--- src/hw/rtl/tsfc_pkg.sv ---
// ----------------------------------------------------------------------------
// tsfc_pkg
// Widths, register indexes, types and saturation helpers shared by the
// saturation filter chain.
// ----------------------------------------------------------------------------
package tsfc_pkg;

   localparam int INTERNAL_WIDTH  = 24;
   localparam int SAMPLE_WIDTH    = 16;
   localparam int ENABLE_WIDTH    = 3;
   localparam int GAIN_WIDTH      = 16;
   localparam int THR_WIDTH       = 23;
   localparam int SLOPE_WIDTH     = 16;
   localparam int ALPHA_WIDTH     = 16;
   localparam int CSR_INDEX_WIDTH = 3;
   localparam int CSR_DATA_WIDTH  = 32;
   localparam int GAIN_FRAC       = 12;
   localparam int COEF_FRAC       = 16;

   localparam int OPA_WIDTH  = INTERNAL_WIDTH + 2;
   localparam int OPB_WIDTH  = COEF_FRAC + 1;
   localparam int PROD_WIDTH = OPA_WIDTH + OPB_WIDTH;
   localparam int EXT_WIDTH  = INTERNAL_WIDTH + 3;
   localparam int CMP_WIDTH  = (INTERNAL_WIDTH > THR_WIDTH) ? INTERNAL_WIDTH : THR_WIDTH;

   localparam logic [CSR_INDEX_WIDTH-1:0] CSR_STAGE_ENABLES  = 3'd0;
   localparam logic [CSR_INDEX_WIDTH-1:0] CSR_PRE_GAIN       = 3'd1;
   localparam logic [CSR_INDEX_WIDTH-1:0] CSR_PRE_THRESHOLD  = 3'd2;
   localparam logic [CSR_INDEX_WIDTH-1:0] CSR_PRE_SLOPE      = 3'd3;
   localparam logic [CSR_INDEX_WIDTH-1:0] CSR_POST_GAIN      = 3'd4;
   localparam logic [CSR_INDEX_WIDTH-1:0] CSR_POST_THRESHOLD = 3'd5;
   localparam logic [CSR_INDEX_WIDTH-1:0] CSR_POST_SLOPE     = 3'd6;
   localparam logic [CSR_INDEX_WIDTH-1:0] CSR_FILTER_ALPHAS  = 3'd7;

   localparam logic [GAIN_WIDTH-1:0]     GAIN_RESET  = 16'd4096;
   localparam logic [THR_WIDTH-1:0]      THR_RESET   = 23'h7FFFFF;
   localparam logic [SLOPE_WIDTH-1:0]    SLOPE_RESET = 16'hFFFF;

   localparam int HP_EN_BIT  = 1;
   localparam int LP_EN_BIT  = 2;
   localparam int PRE_EN_BIT = 0;

   typedef logic signed [INTERNAL_WIDTH-1:0] int_type;
   typedef logic [INTERNAL_WIDTH-1:0]        mag_type;
   typedef logic signed [SAMPLE_WIDTH-1:0]   sample_type;
   typedef logic signed [EXT_WIDTH-1:0]      ext_type;
   typedef logic signed [OPA_WIDTH-1:0]      opa_type;
   typedef logic signed [OPB_WIDTH-1:0]      opb_type;
   typedef logic signed [PROD_WIDTH-1:0]     prod_type;
   typedef logic [CMP_WIDTH-1:0]             cmp_type;

   typedef struct packed {
      logic [ENABLE_WIDTH-1:0]   stage_enables;
      logic [GAIN_WIDTH-1:0]     pre_gain;
      logic [THR_WIDTH-1:0]      pre_threshold;
      logic [SLOPE_WIDTH-1:0]    pre_slope;
      logic [GAIN_WIDTH-1:0]     post_gain;
      logic [THR_WIDTH-1:0]      post_threshold;
      logic [SLOPE_WIDTH-1:0]    post_slope;
      logic [2*ALPHA_WIDTH-1:0]  filter_alphas;
   } cfg_type;

   typedef struct packed {
      opa_type opa;
      opb_type opb;
   } mul_req_type;

   typedef struct packed {
      int_type value;
      logic    clip;
   } sat_int_type;

   typedef struct packed {
      sample_type value;
      logic       clip;
   } sat_sample_type;

   function automatic sat_int_type sat_int(input ext_type v);
      sat_int_type r;
      logic [EXT_WIDTH-INTERNAL_WIDTH:0] top;
      top = v[EXT_WIDTH-1:INTERNAL_WIDTH-1];
      if ((&top) || !(|top)) begin
         r.value = v[INTERNAL_WIDTH-1:0];
         r.clip  = 1'b0;
      end else if (v[EXT_WIDTH-1]) begin
         r.value = {1'b1, {(INTERNAL_WIDTH-1){1'b0}}};
         r.clip  = 1'b1;
      end else begin
         r.value = {1'b0, {(INTERNAL_WIDTH-1){1'b1}}};
         r.clip  = 1'b1;
      end
      return r;
   endfunction

   function automatic sat_sample_type sat_sample(input int_type v);
      sat_sample_type r;
      logic [INTERNAL_WIDTH-SAMPLE_WIDTH:0] top;
      top = v[INTERNAL_WIDTH-1:SAMPLE_WIDTH-1];
      if ((&top) || !(|top)) begin
         r.value = v[SAMPLE_WIDTH-1:0];
         r.clip  = 1'b0;
      end else if (v[INTERNAL_WIDTH-1]) begin
         r.value = {1'b1, {(SAMPLE_WIDTH-1){1'b0}}};
         r.clip  = 1'b1;
      end else begin
         r.value = {1'b0, {(SAMPLE_WIDTH-1){1'b1}}};
         r.clip  = 1'b1;
      end
      return r;
   endfunction

endpackage

--- src/hw/rtl/tsfc_if.sv ---
// ----------------------------------------------------------------------------
// tsfc channel interfaces
// Valid/ready channels for input words, result words and register writes.
// ----------------------------------------------------------------------------
interface tsfc_req_if import tsfc_pkg::*; ();
   logic       valid;
   logic       ready;
   sample_type sample_in;
   modport source (output valid, output sample_in, input ready);
   modport sink (input valid, input sample_in, output ready);
endinterface

interface tsfc_rsp_if import tsfc_pkg::*; ();
   logic       valid;
   logic       ready;
   sample_type sample_out;
   logic       clipped;
   modport source (output valid, output sample_out, output clipped, input ready);
   modport sink (input valid, input sample_out, input clipped, output ready);
endinterface

interface tsfc_csr_if import tsfc_pkg::*; ();
   logic                       valid;
   logic                       ready;
   logic [CSR_INDEX_WIDTH-1:0] index;
   logic [CSR_DATA_WIDTH-1:0]  data;
   modport source (output valid, output index, output data, input ready);
   modport sink (input valid, input index, input data, output ready);
endinterface

--- src/hw/rtl/tsfc_csr.sv ---
// ----------------------------------------------------------------------------
// tsfc_csr
// Configuration register file, written one register per word.
// ----------------------------------------------------------------------------
module tsfc_csr import tsfc_pkg::*; (
   input  logic        clock,
   input  logic        reset,
   tsfc_csr_if.sink    csr_chan,
   output cfg_type     cfg
);

   cfg_type cfg_ff;
   cfg_type cfg_in;

   assign csr_chan.ready = 1'b1;
   assign cfg = cfg_ff;

   always_comb begin
      cfg_in = cfg_ff;
      if (csr_chan.valid) begin
         unique case (csr_chan.index)
            CSR_STAGE_ENABLES:  cfg_in.stage_enables  = csr_chan.data[ENABLE_WIDTH-1:0];
            CSR_PRE_GAIN:       cfg_in.pre_gain       = csr_chan.data[GAIN_WIDTH-1:0];
            CSR_PRE_THRESHOLD:  cfg_in.pre_threshold  = csr_chan.data[THR_WIDTH-1:0];
            CSR_PRE_SLOPE:      cfg_in.pre_slope      = csr_chan.data[SLOPE_WIDTH-1:0];
            CSR_POST_GAIN:      cfg_in.post_gain      = csr_chan.data[GAIN_WIDTH-1:0];
            CSR_POST_THRESHOLD: cfg_in.post_threshold = csr_chan.data[THR_WIDTH-1:0];
            CSR_POST_SLOPE:     cfg_in.post_slope     = csr_chan.data[SLOPE_WIDTH-1:0];
            CSR_FILTER_ALPHAS:  cfg_in.filter_alphas  = csr_chan.data[2*ALPHA_WIDTH-1:0];
            default:            cfg_in = cfg_ff;
         endcase
      end
   end

   always_ff @(posedge clock) begin
      if (reset) begin
         cfg_ff.stage_enables  <= '0;
         cfg_ff.pre_gain       <= GAIN_RESET;
         cfg_ff.pre_threshold  <= THR_RESET;
         cfg_ff.pre_slope      <= SLOPE_RESET;
         cfg_ff.post_gain      <= GAIN_RESET;
         cfg_ff.post_threshold <= THR_RESET;
         cfg_ff.post_slope     <= SLOPE_RESET;
         cfg_ff.filter_alphas  <= '0;
      end else begin
         cfg_ff <= cfg_in;
      end
   end

endmodule

--- src/hw/rtl/tsfc_mul.sv ---
// ----------------------------------------------------------------------------
// tsfc_mul
// Shared signed multiplier with a registered product.
// ----------------------------------------------------------------------------
module tsfc_mul import tsfc_pkg::*; (
   input  logic        clock,
   input  mul_req_type mul_req,
   output prod_type    prod
);

   prod_type prod_ff;
   prod_type prod_in;

   assign prod_in = prod_type'(mul_req.opa) * prod_type'(mul_req.opb);
   assign prod    = prod_ff;

   always_ff @(posedge clock) begin
      prod_ff <= prod_in;
   end

endmodule

--- src/hw/rtl/tsfc_seq.sv ---
// ----------------------------------------------------------------------------
// tsfc_seq
// Sequencer that walks one word through compressor, filter and output
// stages, issuing every product to the shared multiplier.
// ----------------------------------------------------------------------------
module tsfc_seq import tsfc_pkg::*; (
   input  logic        clock,
   input  logic        reset,
   input  cfg_type     cfg,
   tsfc_req_if.sink    req_chan,
   tsfc_rsp_if.source  rsp_chan,
   output mul_req_type mul_req,
   input  prod_type    prod
);

   typedef enum logic [3:0] {
      S_IDLE, S_CG, S_CK, S_CS, S_HP, S_HPW, S_LP, S_LPW, S_DONE
   } state_type;

   state_type  state_ff, state_in;
   int_type    v_ff, v_in;
   logic       clip_ff, clip_in;
   logic       post_ff, post_in;
   logic       neg_ff, neg_in;
   logic       knee_ff, knee_in;
   mag_type    m_ff, m_in;
   int_type    hp_x1_ff, hp_x1_in;
   int_type    hp_y1_ff, hp_y1_in;
   int_type    lp_y1_ff, lp_y1_in;
   logic       rsp_valid_ff, rsp_valid_in;
   sample_type rsp_sample_ff, rsp_sample_in;
   logic       rsp_clipped_ff, rsp_clipped_in;

   logic [GAIN_WIDTH-1:0]  gain_sel;
   logic [THR_WIDTH-1:0]   thr_sel;
   logic [SLOPE_WIDTH-1:0] slope_sel;
   mag_type                mag_w;
   logic [EXT_WIDTH-1:0]   m_raw;
   logic [EXT_WIDTH-1:0]   lim_w;
   mag_type                m_w;
   cmp_type                diff_c;
   cmp_type                knee_sum;
   mag_type                res_w;
   mag_type                res_neg;
   ext_type                q_w;
   sat_int_type            sat_w;
   sat_sample_type         out_w;

   assign gain_sel  = post_ff ? cfg.post_gain : cfg.pre_gain;
   assign thr_sel   = post_ff ? cfg.post_threshold : cfg.pre_threshold;
   assign slope_sel = post_ff ? cfg.post_slope : cfg.pre_slope;

   assign mag_w    = v_ff[INTERNAL_WIDTH-1] ? (mag_type'(~v_ff) + 1'b1) : mag_type'(v_ff);
   assign m_raw    = prod[GAIN_FRAC+EXT_WIDTH-1:GAIN_FRAC];
   assign lim_w    = {4'b0001, {(INTERNAL_WIDTH-1){1'b0}}}
                     - {{(EXT_WIDTH-1){1'b0}}, ~neg_ff};
   assign m_w      = (m_raw > lim_w) ? lim_w[INTERNAL_WIDTH-1:0] : m_raw[INTERNAL_WIDTH-1:0];
   assign diff_c   = cmp_type'(m_w) - cmp_type'(thr_sel);
   assign knee_sum = cmp_type'(thr_sel)
                     + cmp_type'(prod[COEF_FRAC+INTERNAL_WIDTH-1:COEF_FRAC]);
   assign res_w    = knee_ff ? knee_sum[INTERNAL_WIDTH-1:0] : m_ff;
   assign res_neg  = ~res_w + 1'b1;
   assign q_w      = $signed(prod[PROD_WIDTH-1:COEF_FRAC]);
   assign out_w    = sat_sample(v_ff);

   assign req_chan.ready      = (state_ff == S_IDLE);
   assign rsp_chan.valid      = rsp_valid_ff;
   assign rsp_chan.sample_out = rsp_sample_ff;
   assign rsp_chan.clipped    = rsp_clipped_ff;

   always_comb begin
      state_in       = state_ff;
      v_in           = v_ff;
      clip_in        = clip_ff;
      post_in        = post_ff;
      neg_in         = neg_ff;
      knee_in        = knee_ff;
      m_in           = m_ff;
      hp_x1_in       = hp_x1_ff;
      hp_y1_in       = hp_y1_ff;
      lp_y1_in       = lp_y1_ff;
      rsp_valid_in   = rsp_valid_ff && !rsp_chan.ready;
      rsp_sample_in  = rsp_sample_ff;
      rsp_clipped_in = rsp_clipped_ff;
      mul_req.opa    = '0;
      mul_req.opb    = '0;
      sat_w          = sat_int(q_w);

      unique case (state_ff)
         S_IDLE: begin
            if (req_chan.valid) begin
               v_in     = int_type'(req_chan.sample_in);
               clip_in  = 1'b0;
               post_in  = !cfg.stage_enables[PRE_EN_BIT];
               if (cfg.stage_enables[PRE_EN_BIT]) begin
                  state_in = S_CG;
               end else if (cfg.stage_enables[HP_EN_BIT]) begin
                  state_in = S_HP;
               end else if (cfg.stage_enables[LP_EN_BIT]) begin
                  state_in = S_LP;
               end else begin
                  state_in = S_CG;
               end
            end
         end
         S_CG: begin
            neg_in      = v_ff[INTERNAL_WIDTH-1];
            mul_req.opa = opa_type'({2'b00, mag_w});
            mul_req.opb = opb_type'({1'b0, gain_sel});
            state_in    = S_CK;
         end
         S_CK: begin
            m_in        = m_w;
            knee_in     = cmp_type'(m_w) > cmp_type'(thr_sel);
            clip_in     = clip_ff | (m_raw > lim_w);
            mul_req.opa = opa_type'({2'b00, diff_c[INTERNAL_WIDTH-1:0]});
            mul_req.opb = opb_type'({1'b0, slope_sel});
            state_in    = S_CS;
         end
         S_CS: begin
            v_in = neg_ff ? int_type'(res_neg) : int_type'(res_w);
            if (!post_ff) begin
               post_in = 1'b1;
               if (cfg.stage_enables[HP_EN_BIT]) begin
                  state_in = S_HP;
               end else if (cfg.stage_enables[LP_EN_BIT]) begin
                  state_in = S_LP;
               end else begin
                  state_in = S_CG;
               end
            end else begin
               state_in = S_DONE;
            end
         end
         S_HP: begin
            mul_req.opa = opa_type'(hp_y1_ff) + opa_type'(v_ff) - opa_type'(hp_x1_ff);
            mul_req.opb = opb_type'({1'b0, cfg.filter_alphas[ALPHA_WIDTH-1:0]});
            state_in    = S_HPW;
         end
         S_HPW: begin
            hp_x1_in = v_ff;
            hp_y1_in = sat_w.value;
            v_in     = sat_w.value;
            clip_in  = clip_ff | sat_w.clip;
            state_in = cfg.stage_enables[LP_EN_BIT] ? S_LP : S_CG;
         end
         S_LP: begin
            mul_req.opa = opa_type'(v_ff) - opa_type'(lp_y1_ff);
            mul_req.opb = opb_type'({1'b0, cfg.filter_alphas[2*ALPHA_WIDTH-1:ALPHA_WIDTH]});
            state_in    = S_LPW;
         end
         S_LPW: begin
            sat_w    = sat_int(ext_type'(lp_y1_ff) + q_w);
            lp_y1_in = sat_w.value;
            v_in     = sat_w.value;
            clip_in  = clip_ff | sat_w.clip;
            state_in = S_CG;
         end
         S_DONE: begin
            // hold the result until the output register frees up
            if (!rsp_valid_ff || rsp_chan.ready) begin
               rsp_valid_in   = 1'b1;
               rsp_sample_in  = out_w.value;
               rsp_clipped_in = clip_ff | out_w.clip;
               state_in       = S_IDLE;
            end
         end
         default: state_in = S_IDLE;
      endcase
   end

   always_ff @(posedge clock) begin
      if (reset) begin
         state_ff     <= S_IDLE;
         rsp_valid_ff <= 1'b0;
         hp_x1_ff     <= '0;
         hp_y1_ff     <= '0;
         lp_y1_ff     <= '0;
      end else begin
         state_ff     <= state_in;
         rsp_valid_ff <= rsp_valid_in;
         hp_x1_ff     <= hp_x1_in;
         hp_y1_ff     <= hp_y1_in;
         lp_y1_ff     <= lp_y1_in;
      end
      v_ff           <= v_in;
      clip_ff        <= clip_in;
      post_ff        <= post_in;
      neg_ff         <= neg_in;
      knee_ff        <= knee_in;
      m_ff           <= m_in;
      rsp_sample_ff  <= rsp_sample_in;
      rsp_clipped_ff <= rsp_clipped_in;
   end

`ifndef SYNTHESIS
   a_accept_starts: assert property (@(posedge clock) disable iff (reset)
      (req_chan.valid && req_chan.ready)
      |=> (state_ff == S_CG || state_ff == S_HP || state_ff == S_LP))
      else $error("accepted word did not start its first stage");

   a_rsp_from_done: assert property (@(posedge clock) disable iff (reset)
      $rose(rsp_valid_ff) |-> $past(state_ff == S_DONE))
      else $error("result word raised outside the done step");

   a_mag_limit: assert property (@(posedge clock) disable iff (reset)
      (state_ff == S_CS) |-> (m_ff <= {1'b1, {(INTERNAL_WIDTH-1){1'b0}}}))
      else $error("compressor magnitude above limit");

   a_hp_hold: assert property (@(posedge clock) disable iff (reset)
      (state_ff != S_HPW) |=> ($stable(hp_x1_ff) && $stable(hp_y1_ff)))
      else $error("high-pass state changed outside its update step");

   a_lp_hold: assert property (@(posedge clock) disable iff (reset)
      (state_ff != S_LPW) |=> $stable(lp_y1_ff))
      else $error("low-pass state changed outside its update step");
`endif

endmodule

--- src/hw/rtl/tape_saturation_filter_chain.sv ---
// ----------------------------------------------------------------------------
// tape_saturation_filter_chain
// Pre-compressor, one-pole high-pass, one-pole low-pass and post-compressor
// on signed Q1.15 audio, sharing one multiplier under a sequencer.
// ----------------------------------------------------------------------------
// req_chan takes one input word (sample_in); rsp_chan returns one word per
// input (sample_out, clipped). csr_chan writes a register by index and is
// always ready; write it only while no word is in flight.
// The sequencer takes one word at a time: req_chan.ready is high only while
// idle. Every product goes through the single shared multiplier, one per
// step with the product registered. After acceptance a word runs the
// enabled pre-compressor (CG, CK, CS), high-pass (HP, HPW) and low-pass
// (LP, LPW) steps, then the post-compressor and the done step, before the
// next acceptance; the result word and ready return in the same cycle.
// A stalled receiver leaves the result in the output register; the next word
// is still accepted and runs to its done step, where it waits for the
// register to free up.
// Reset clears the registers to their defaults and the filter history to
// zero and drops any pending result.
// ----------------------------------------------------------------------------
module tape_saturation_filter_chain import tsfc_pkg::*; (
   input  logic        clock,
   input  logic        reset,
   tsfc_req_if.sink    req_chan,
   tsfc_rsp_if.source  rsp_chan,
   tsfc_csr_if.sink    csr_chan
);

   cfg_type     cfg;
   mul_req_type mul_req;
   prod_type    prod;

   tsfc_csr u_csr (
      .clock    (clock),
      .reset    (reset),
      .csr_chan (csr_chan),
      .cfg      (cfg)
   );

   tsfc_mul u_mul (
      .clock   (clock),
      .mul_req (mul_req),
      .prod    (prod)
   );

   tsfc_seq u_seq (
      .clock    (clock),
      .reset    (reset),
      .cfg      (cfg),
      .req_chan (req_chan),
      .rsp_chan (rsp_chan),
      .mul_req  (mul_req),
      .prod     (prod)
   );

endmodule

--- src/flat_wrapper.sv ---
// flat-port wrapper written by rule: the top's interface ports become plain ports
module tape_saturation_filter_chain_flat import tsfc_pkg::*;
  (clock, reset, req_chan_valid, req_chan_sample_in, req_chan_ready, rsp_chan_valid, rsp_chan_sample_out, rsp_chan_clipped, rsp_chan_ready, csr_chan_valid, csr_chan_index, csr_chan_data, csr_chan_ready);
  tsfc_req_if req_chan_i ();
  tsfc_rsp_if rsp_chan_i ();
  tsfc_csr_if csr_chan_i ();
  input  logic clock;
  input  logic reset;
  input wire logic [$bits(req_chan_i.valid)-1:0] req_chan_valid;
  input wire logic [$bits(req_chan_i.sample_in)-1:0] req_chan_sample_in;
  output wire logic [$bits(req_chan_i.ready)-1:0] req_chan_ready;
  output wire logic [$bits(rsp_chan_i.valid)-1:0] rsp_chan_valid;
  output wire logic [$bits(rsp_chan_i.sample_out)-1:0] rsp_chan_sample_out;
  output wire logic [$bits(rsp_chan_i.clipped)-1:0] rsp_chan_clipped;
  input wire logic [$bits(rsp_chan_i.ready)-1:0] rsp_chan_ready;
  input wire logic [$bits(csr_chan_i.valid)-1:0] csr_chan_valid;
  input wire logic [$bits(csr_chan_i.index)-1:0] csr_chan_index;
  input wire logic [$bits(csr_chan_i.data)-1:0] csr_chan_data;
  output wire logic [$bits(csr_chan_i.ready)-1:0] csr_chan_ready;
  assign req_chan_i.valid = req_chan_valid;
  assign req_chan_i.sample_in = req_chan_sample_in;
  assign req_chan_ready = req_chan_i.ready;
  assign rsp_chan_valid = rsp_chan_i.valid;
  assign rsp_chan_sample_out = rsp_chan_i.sample_out;
  assign rsp_chan_clipped = rsp_chan_i.clipped;
  assign rsp_chan_i.ready = rsp_chan_ready;
  assign csr_chan_i.valid = csr_chan_valid;
  assign csr_chan_i.index = csr_chan_index;
  assign csr_chan_i.data = csr_chan_data;
  assign csr_chan_ready = csr_chan_i.ready;
  tape_saturation_filter_chain u_core (.clock(clock), .reset(reset), .req_chan(req_chan_i), .rsp_chan(rsp_chan_i), .csr_chan(csr_chan_i));
endmodule
--- config.mk ---
export PLATFORM = sky130hd
export DESIGN_NAME = tape_saturation_filter_chain_flat
export DESIGN_NICKNAME = d
export VERILOG_FILES = /design/src/hw/rtl/tsfc_pkg.sv /design/src/hw/rtl/tsfc_if.sv /design/src/hw/rtl/tsfc_csr.sv /design/src/hw/rtl/tsfc_mul.sv /design/src/hw/rtl/tsfc_seq.sv /design/src/hw/rtl/tape_saturation_filter_chain.sv /design/src/flat_wrapper.sv
export SDC_FILE = /design/constraint.sdc
export NUM_CORES = 2
export LEC_CHECK = 0
export BUFFER_PORTS_ARGS = -buffer_cell sky130_fd_sc_hd__buf_4
export CAP_MARGIN = 25
export CORE_MARGIN = 8
export CORE_UTILIZATION = 50
export CTS_BUF_LIST = sky130_fd_sc_hd__clkbuf_2
export CTS_CLUSTER_SIZE = 40
export DETAILED_ROUTE_END_ITERATION = 7
export PLACE_DENSITY = 0.68
export SYNTH_ARGS = -nofsm -noshare
export SYNTH_HDL_FRONTEND = slang
export SYNTH_SLANG_ARGS = --single-unit
--- constraint.sdc ---
create_clock -name clock -period 10.8 [get_ports clock]
set_input_delay 2.16 -clock clock [delete_from_list [all_inputs] [get_ports clock]]
set_output_delay 2.16 -clock clock [all_outputs]
set_load 0.005 [all_outputs]
==> results.txt <==
Routed wire length = 123000 µm
Relative slew margins = 0.272
Cell variety after synth = 88
Asr flop ratio synth = 0
Nets = 5187
Area leader, netlist = fa_1
Post-synthesis register bit count = 322
CP Data Arrival Time = 11.74 ns
CP dominant cell by count = fa_1
Fraction of layout cells with a size suffix above 1 = 0.115
Failing checks = negative setup slack
Worst hold slack = 0.460 ns
Post-Syn Nets = 5024
Kind of critical path = register to register
Max_cap viols = 0
Ys Warns = 0
Critical path launch point type = register
Port Buf Inserts = 74
Leakage = 18.8 nW
Die X = 286 µm
Worst-Skew Late Latency = 1.04 ns
Register area share after synthesis = 0.196
CTS root buf = clkbuf_2
Fillers = 6894
CP Capture Type = register
Critical Path Fanout Max = 10
Layout Cell Area excl Fill = 40300 µm²
Vias/cell = 5.88
Clk buf depth = 3
Post-synth EDFFs = 69
CTS Hold Bufs = 0
Area grow syn2layout = 10.7%
Highest Clock Rate = 92.5 MHz
Power per cell area = 146 nW/µm²
Area after DPL = 38900 µm²
Fin. Hold Viols = 0
Clock transition at path regs = 0.13 ns
Number of global-route vias before repair = 31.8k
Proportion of netlist area held by the largest area contributor = 0.237
Core Rows = 99
Final worst-path cycle share = 1.00
Gr ovfl total = 0
Htree depth = 3
Core region area = 72600 µm²
Post-synthesis cell area = 36400 µm²
Dominant synthesized flop cell = dfxtp_1
Max Clock Skew = 0.0563 ns
# DRC = 0
Fin Setup TNS = -0.0243 ns
Detail Placement HPWL = 96500 µm
Initial core utilization = 0.502
First-pass GRT wire length = 185000 µm
Largest net degree at the start of global routing = 95
Tmin final = 10.81 ns
Routability cong. = 0.985
Initial antenna violation count = 6
Pre-Repair DR Iteration Count = 7
Routed length per instance = 22.5 µm
Pre-CTS WS = -0.115 ns
CP required = 11.73 ns
CTS tree = built
Via count = 32.1k
Synth area leaders = fa_1 (24%), dfxtp_1 (14%), ha_1 (8.6%), nand2_1 (6.9%), inv_1 (6.9%)
Detailed Route Iter0 Violations = 2882
Post-Syn Instances = 4287
Die height = 286 µm
IO Count = 76
Status = finished with violations
Syn Area/Cell = 8.50 µm²
Peak supply drop = 85.7 µV
Worst Hold Class = register to register
Setup-failing EPs final = 2
ANT nets after route = 0
PnR worst setup slack = -0.0131 ns
Global Route Usage Sum = 0.293
Worst Max-Slew Pin Slew = 1.09 ns
Clk sinks = 322
Slowest cell on crit path = fa_1
Die area = 81700 µm²
CP peak stage delay = 0.56 ns
Core Util, Final = 0.555
Slew Limit Fails = 0
RSZ-0062 raised after global routing = true
Cts bufs inserted = 78
==> report_power, final <==
part / switching (mW) / internal, mW / total, mW
logic: 2.24 / 1.34 / 3.58
registers: 0.0993 / 1.34 / 1.43
clock network: 0.539 / 0.313 / 0.852
==> per-layer routing <==
layer	vias up	part of all wire	track usage
li1	14500	-	-
met1	15600	0.40	0.371
met2	1499	0.45	0.463
met3	432	0.091	0.0703
met4	2	0.063	0.155
met5	-	0.00012	0
==> stage by stage <==
step	power (mW)	std cells
5_1_grt	6.22	5460
3_3_place_gp	4.75	5296
6_report	5.87	5461
2_1_floorplan	3.60	4287
4_1_cts	5.66	5430
3_5_place_dp	4.79	5297
==> sequential cells by signal (all words and copies together), names as in the netlist <==
name	flops
u_core.u_seq.rsp_chan.valid	1
u_core.u_seq.v_ff	24
u_core.u_seq.neg_ff	1
u_core.u_mul.prod	31
u_core.u_seq.rsp_chan.sample_out	16
u_core.u_seq.m_ff	24
u_core.u_seq.hp_y1_ff	24
u_core.u_csr.cfg	145
u_core.u_seq.post_ff	1
u_core.u_seq.lp_y1_ff	24
u_core.u_seq.state_ff	4
u_core.u_seq.hp_x1_ff	24
u_core.u_seq.clip_ff	1
u_core.u_seq.rsp_chan.clipped	1
u_core.u_seq.knee_ff	1
==> critical path: cells and delay by family (launching register included) <==
kind,cells,cell delay (ns)
and+or+nand+nor,11,1.78
AOI/OAI and AO/OA,14,3.35
xor gates and xnor gates,2,0.26
buffers and inverters,7,0.87
DFF,1,0.38
adders and majority gates,10,4.08
==> Yosys cell counts, drive strengths merged (12+ instances only) <==
cell type	count
a211oi	31
a21o	118
a21oi	303
a221oi	34
a22oi	18
a31oi	25
and2	95
and3	12
buf	25
clkbuf	166
dfxtp	253
edfxtp	69
fa	431
ha	250
inv	665
mux2	12
mux2i	142
nand2	674
nand2b	28
nand3	38
nand4	29
nor2	183
nor2b	28
nor3	26
nor4	13
o211ai	44
o21a	37
o21ai	145
o21bai	23
o22ai	16
o31ai	12
or2	16
or3	16
xnor2	115
xor2	51
==> placed cells by master, fill, tap and decap left out, types with 19 or more instances in the layout <==
master / n
xnor2_1: 111
a21oi_1: 292
nor2b_1: 27
a211oi_1: 26
a21o_1: 118
dfxtp_1: 253
nand4_1: 29
fa_1: 427
ha_1: 236
and2_1: 91
o21bai_1: 19
a221oi_1: 34
buf_4: 254
xor2_1: 50
nor2_1: 173
clkbuf_2: 103
o21a_1: 37
o21ai_0: 134
o211ai_1: 43
inv_1: 658
mux2i_1: 142
nand2_1: 669
nand3_1: 36
edfxtp_1: 69
nor3_1: 23
nand2b_1: 27
a31oi_1: 25
==> timing repair <==
item,in CTS,in global routing
hold endpoints to repair,0,0
gates cloned,1,4
gates resized for setup,5,70
buffers inserted,2,24
endpoints found under the setup margin,2,16
pin swaps,3,22
==> cells by family after synthesis <==
logic type,share of synthesized area
adders and majority gates,0.323
muxes,0.0427
and+or+nand+nor,0.146
AOI/OAI and AO/OA,0.163
buffers and inverters,0.0891
xor gates and xnor gates,0.0399
other,0.000103
DFF,0.196
==> final timing paths <==
kind | from | end | slack, ns | cells after the start
hold / removal | u_core.u_csr.cfg[79]$_SDFFE_PP0P_ | u_core.u_csr.cfg[79]$_SDFFE_PP0P_ | 0.46 | 2
setup / recovery | u_core.u_seq.neg_ff$_DFFE_PP_ | u_core.u_mul.prod[42]$_DFF_P_ | -0.01 | 44
setup reg to reg | u_core.u_seq.neg_ff$_DFFE_PP_ | u_core.u_mul.prod[42]$_DFF_P_ | -0.01 | 44
hold reg to reg | u_core.u_csr.cfg[79]$_SDFFE_PP0P_ | u_core.u_csr.cfg[79]$_SDFFE_PP0P_ | 0.46 | 2
==> cell type report <==
type / instances / area [µm²] / area share
multi-input cells: 3109 / 26500 / 0.658
flip-flops and latches: 322 / 7140 / 0.177
inverters: 665 / 2500 / 0.0620
repair buffers: 274 / 2240 / 0.0556
well taps: 959 / 1200 / 0.0298
clock buffers: 103 / 515 / 0.0128
clock inverters: 27 / 183 / 0.00453
diodes: 2 / 5.00 / 0.000124
Power figures use the tool's default switching activity.
